--- config.mk ---
export PLATFORM = sky130hd
export DESIGN_NAME = ppd_front
export DESIGN_NICKNAME = d
export VERILOG_FILES = /design/src/rtl/core/ppd_pkg.sv /design/src/rtl/core/ppd_front.sv
export SDC_FILE = /design/constraint.sdc
export NUM_CORES = 1
export LEC_CHECK = 0
export BUFFER_PORTS_ARGS = -buffer_cell sky130_fd_sc_hd__buf_2
export CAP_MARGIN = 10
export CORE_ASPECT_RATIO = 2
export CORE_MARGIN = 2
export CORE_UTILIZATION = 30
export CTS_BUF_LIST = sky130_fd_sc_hd__clkbuf_8
export DETAILED_ROUTE_END_ITERATION = 7
export PLACE_DENSITY = 0.55
export SLEW_MARGIN = 0
export SYNTH_ARGS = -nofsm -noshare
export SYNTH_HDL_FRONTEND = slang
export SYNTH_SLANG_ARGS = --single-unit
--- constraint.sdc ---
create_clock -name clock -period 2.05 [get_ports clock]
set_input_delay 0.1025 -clock clock [delete_from_list [all_inputs] [get_ports clock]]
set_output_delay 0.1025 -clock clock [all_outputs]
set_load 0.1 [all_outputs]
--- src/rtl/core/ppd_pkg.sv ---
// Package for the prefix period detector: widths, constants, state enums.
// Used by every module under rtl/core except ppd_ram.
package ppd_pkg;
   localparam int MaxLenDefault = 4096;
   localparam int FieldW = 13;
   localparam int SymW = 8;

   typedef enum logic [2:0] {
      BK_IDLE, BK_READ, BK_CMP, BK_DIV, BK_OUT
   } bk_state_type;

   typedef struct packed {
      logic [SymW-1:0] symbol;
      logic            first;
   } fr_word_type;
endpackage

--- src/rtl/core/ppd_front.sv ---
// Front end: two-entry input queue that decouples acceptance from the back end.
// Depends on ppd_pkg.
module ppd_front (
   input  logic                clock,
   input  logic                reset,
   input  logic                in_valid,
   output logic                in_ready,
   input  ppd_pkg::fr_word_type in_word,
   output logic                out_valid,
   input  logic                out_ready,
   output ppd_pkg::fr_word_type out_word
);
   import ppd_pkg::*;
   fr_word_type q_ff [2];
   logic        rd_ff, wr_ff;
   logic [1:0]  cnt_ff;
   logic        push, pop;

   assign in_ready  = (cnt_ff != 2'd2);
   assign out_valid = (cnt_ff != 2'd0);
   assign out_word  = q_ff[rd_ff];
   assign push = in_valid && in_ready;
   assign pop  = out_valid && out_ready;

   always_ff @(posedge clock) begin
      if (push) q_ff[wr_ff] <= in_word;
      if (reset) begin
         rd_ff <= 1'b0;
         wr_ff <= 1'b0;
         cnt_ff <= 2'd0;
      end else begin
         if (push) wr_ff <= ~wr_ff;
         if (pop) rd_ff <= ~rd_ff;
         cnt_ff <= cnt_ff + {1'b0, push} - {1'b0, pop};
      end
   end
endmodule

# Word level (Yosys, flattened, before mapping)
# Memory sizes are Yosys's and may differ from the RTL's. A register that Yosys moved wholly into a read port is not among the register bits.
# Cells that the tools add are included.
[classes]
n_shift = 0
magnitude_cmp = 0
n_eq_ne = 1
div = 0
n_mux = 4
multipliers = 0
n_reduce_logical = 3
addsub = 2
n_bitwise = 2
[ops]
columns = ["cell", "count"]
rows = [
  ["2-to-1 mux 1 bit", 4],
  ["adder 2 x 1 -> 2 bit", 1],
  ["logical AND 1 bit", 2],
  ["inequality test 2 bit, second input constant", 1],
  ["NOT 1 bit", 2],
  ["nonzero test 2 bit", 1],
  ["subtractor 2 x 1 -> 2 bit", 1],
]
[word_totals]
output_inout_bits = 11
latch_bits = 0
wordCells = 16
ff_bits = 4
mem_count = 1
rom_bits = 0
in_bits = 13
mem_bits_rw = 18
[memory_table]
columns = ["name", "depth", "width", "read_ports", "rd_clocked_by_memory_dff", "wr", "line_no", "text"]
rows = [
  ["q_ff", 2, 9, 1, 1, 1, "ppd_front.sv:14", "fr_word_type q_ff [2];"],
]

# Depth between registers and ports, before layout
[logic_depth]
word_depth = 4
mapped_depth = 8
mapped_depth_nobuf = 8

# Least setup slack after synthesis
# Ideal clock, no wire load.
[synth_timing]
path_type = "register to register"
from = "reg cnt_ff[0]"
to = "reg cnt_ff[1]"
path_slack_ns = 0.158
setup_time_ns = 0.115
synth_period_minus_slack_ns = 1.892
path_stages_with_launch = 9
arrival_time_ns = 1.778
n_path_buf = 0
t_required_ns = 1.935
path_cell_list = "dfxtp_1 -> nand2b_2 -> nand2_2 -> ha_1 -> inv_1 -> ha_1 -> xor2_1 -> xnor2_1 -> nor2_1"
[synth_between]
elab_chain_len = 4
word_cells_on_any_way = 6
classes_between = "2 x add/sub; 1 x eq/ne; 3 x reduce/logical"
[synth_lines]
columns = ["item", "line_no", "text"]
rows = [
  ["from (decl)", "ppd_front.sv:16", "logic [1:0] cnt_ff;"],
  ["from (signal assigned)", "ppd_front.sv:34", "cnt_ff <= cnt_ff + {1'b0, push} - {1'b0, pop};"],
  ["inequality test 2 bit", "ppd_front.sv:19", "assign in_ready = (cnt_ff != 2'd2);"],
  ["via in_ready", "ppd_front.sv:7", "output logic in_ready,"],
  ["logical AND 1 bit", "ppd_front.sv:22", "assign push = in_valid && in_ready;"],
  ["adder 2 x 1 -> 2 bit", "ppd_front.sv:34", ""],
  ["subtractor 2 x 1 -> 2 bit", "ppd_front.sv:34", ""],
]
# The timed path passes the listed nets, and every way through them passes these cells.
# A chain may end at the register's enable or synchronous reset.

==> summary.txt <==
Hold path
  • Hold depth: 1
  • Hold/Removal Path Class: in -> reg
  • Startpoint of the worst hold path: in_word[8]
  • Worst hold path endpoint: q_ff[1][8]

Routing
  • DRT iter0 DRCs: 17
  • DRT Pass-1 Iters: 2
  • Remaining antenna violation count: 0
  • DRC errors left: 0
  • Via/cell ratio: 4.53
  • Wire per inst: 12.8 um
  • Final WL: 1390 um
  • Via count: 489

Floorplan
  • Site row count: 27
  • # IOs: 24
  • Starting Density: 31.9%
  • Die width: 42.4 um
  • Total die area: 3430 um^2
  • Core Box Area: 2770 um^2
  • Die H: 80.8 um

Critical path
  • Setup crit end kind: output pin
  • WP depth: 2
  • Worst Path Arrival: 1.51 ns
  • Crit Path Category: reg -> out
  • Worst path required time: 1.95 ns
  • Slowest library cell on the worst path: dfxtp_1
  • CP Launch Type: flip-flop
  • Crit-path max FO: 9
  • Critical path's largest stage delay: 0.59 ns
  • Setup slack, reg-to-reg: 0.46 ns
  • RR Startpoint: cnt_ff[0]
  • Crit path buf inv count: 1
  • Worst r2r dst: cnt_ff[1]
  • CP top delay family: flip-flops
  • R2R depth: 8
  • Worst-path cell chain: mux2_1 > buf_2

STA
  • Post-route minimum period: 1.62 ns
  • Layout Skew: 0.00508 ns
  • Final period util: 78.8%
  • Post-route worst setup slack: 0.434 ns
  • Fmax: 619 MHz
  • Hold slack: 0.0274 ns
  • Setup Viol. Count Final: 0
  • TNS Setup: 0 ns
  • Max-slew headroom: 67.8%
  • Hold Fails Final Rpt: 0
  • Unrepaired setup endpoints after global routing: false
  • Final Max Tran Viols: 0
  • Slew @ Worst Pin: 0.486 ns

Yosys
  • EDFF count, synth: 18
  • Net Count, Synth: 67
  • Top_reg_cell synth: edfxtp_1
  • Sequential share of the synthesized area: 72.4%
  • Async SR Flop Fraction: 0%
  • Cell Area, Synth: 885 um^2
  • Top post-synthesis cells by area: edfxtp_1 61%, mux2_1 11%, dfxtp_1 11%
  • Warnings from Yosys: 0
  • Count leader, synth: edfxtp_1
  • Cells after Synth: 52
  • Synth cell count leaders: 18 x edfxtp_1, 9 x mux2_1, 5 x dfxtp_1, 5 x nor2_1
  • Synthesized flop and latch total: 23
  • Area leader, netlist: edfxtp_1
  • Area share of the largest cell type after synthesis: 61.1%
  • Library cells used by synthesis: 16
  • Mean Syn Cell Area: 17.0 um^2

Clock tree
  • TritonCTS clock tree: done
  • Postcts setup bufs: 0
  • Hold-fix buffers at CTS: 0
  • # resized after CTS: 0
  • Clock Pin Slew Worst Setup and Hold Paths: 0.08 ns
  • CTS Sinks: 23
  • Root Buffer: clkbuf_8
  • H-Tree Depth: 1
  • Cts bufs inserted: 3
  • Clk buf depth: 2
  • Clk_lat worst skew: 0.26 ns

Status
  • Status: completed

Global route
  • Largest net degree at the start of global routing: 14
  • Remaining global-route overflow: 0
  • Vias in the first global route: 543
  • Overall Global Routing Usage: 8.52%
  • Initial antenna violation count: 0
  • First-pass GRT wire length: 2210 um

Run
  • Max-cap violation count: 0

Finish
  • Area delta synth->final: 22.6%
  • Final #Nets: 95
  • Final Core Density: 39.2%
  • Fraction of layout cells with a size suffix above 1: 40.5%
  • Antenna Diode Count: 0

Placed design
  • DP Wirelength: 1030 um
  • Pre-CTS setup slack: 0.459 ns
  • Gp weighted congestion: 0.661
  • # port buffers: 23
placed cells by master, fill, tap and decap left out, drive strengths merged:
cell / synthesis / routed
buf: 1 / 24
ha: 2 / 2
nor2b: 2 / 2
nand2b: 1 / 1
mux2: 10 / 10
o21a: 1 / 1
nand2: 1 / 1
xnor2: 2 / 2
clkinv: 0 / 1
or2: 1 / 1
clkbuf: 0 / 3
and3: 1 / 1
edfxtp: 18 / 18
dfxtp: 5 / 5
xor2: 1 / 1
inv: 1 / 1
nor2: 5 / 5
worst max path at each step:
stage,from,endpoint,slack [ns]
2_1_floorplan,cnt_ff[0],cnt_ff[1],0.16
3_3_place_gp,cnt_ff[0],cnt_ff[1],0.54
3_5_place_dp,cnt_ff[0],cnt_ff[1],0.46
4_1_cts,flip-flop,out_word[2],0.39
5_1_grt,flip-flop,out_word[7],0.37
6_report,flip-flop,out_word[2],0.43
state kept, by name, indices dropped and copies added, names as in the netlist, named ones only:
signal and flops:
cnt_ff 2, rd_ff 1, wr_ff 1, q_ff 18
per-stage QoR:
| stage | cells | cell area, um^2 |
|---|---|---|
| CTS | 108 | 1080 |
| finish | 108 | 1080 |
| floorplan | 52 | 885 |
| detailed placement | 104 | 1040 |
| global placement | 104 | 1040 |
| global route | 108 | 1080 |
area by class of cell:
type                    instances  area [um^2]
clock buffers                   3         41.3
clock inverters                 1         5.00
fillers                       271         1690
inverters                       1         3.75
multi-input cells              27          235
flip-flops and latches         23          641
well taps                      29         36.3
repair buffers                 24          123
kinds of logic (layout without fill, tap and decap cells):
logic type | after synthesis | in the layout | synth area share [%]
AOI/OAI and AO/OA | 1 | 1 | 0.990
buffers and inverters | 2 | 29 | 0.989
adders and majority gates | 2 | 2 | 2.83
DFF | 23 | 23 | 72.4
xor gates and xnor gates | 3 | 3 | 2.97
and+or+nand+nor | 11 | 11 | 6.65
muxes | 10 | 10 | 13.2
per-layer routing:
| layer | GRT usage, % | share of wire (%) | up-vias |
|---|---|---|---|
| met1 | 8.96 | 41 | 229 |
| met5 | 0 | 0 | - |
| met4 | 4.69 | 0.94 | 0 |
| li1 | - | - | 241 |
| met2 | 15.4 | 52 | 17 |
| met3 | 1.78 | 5.6 | 2 |
Power is left out: the tool's default activity adds up to more than one toggle a clock period on the data nets, which glitch-free logic cannot reach.
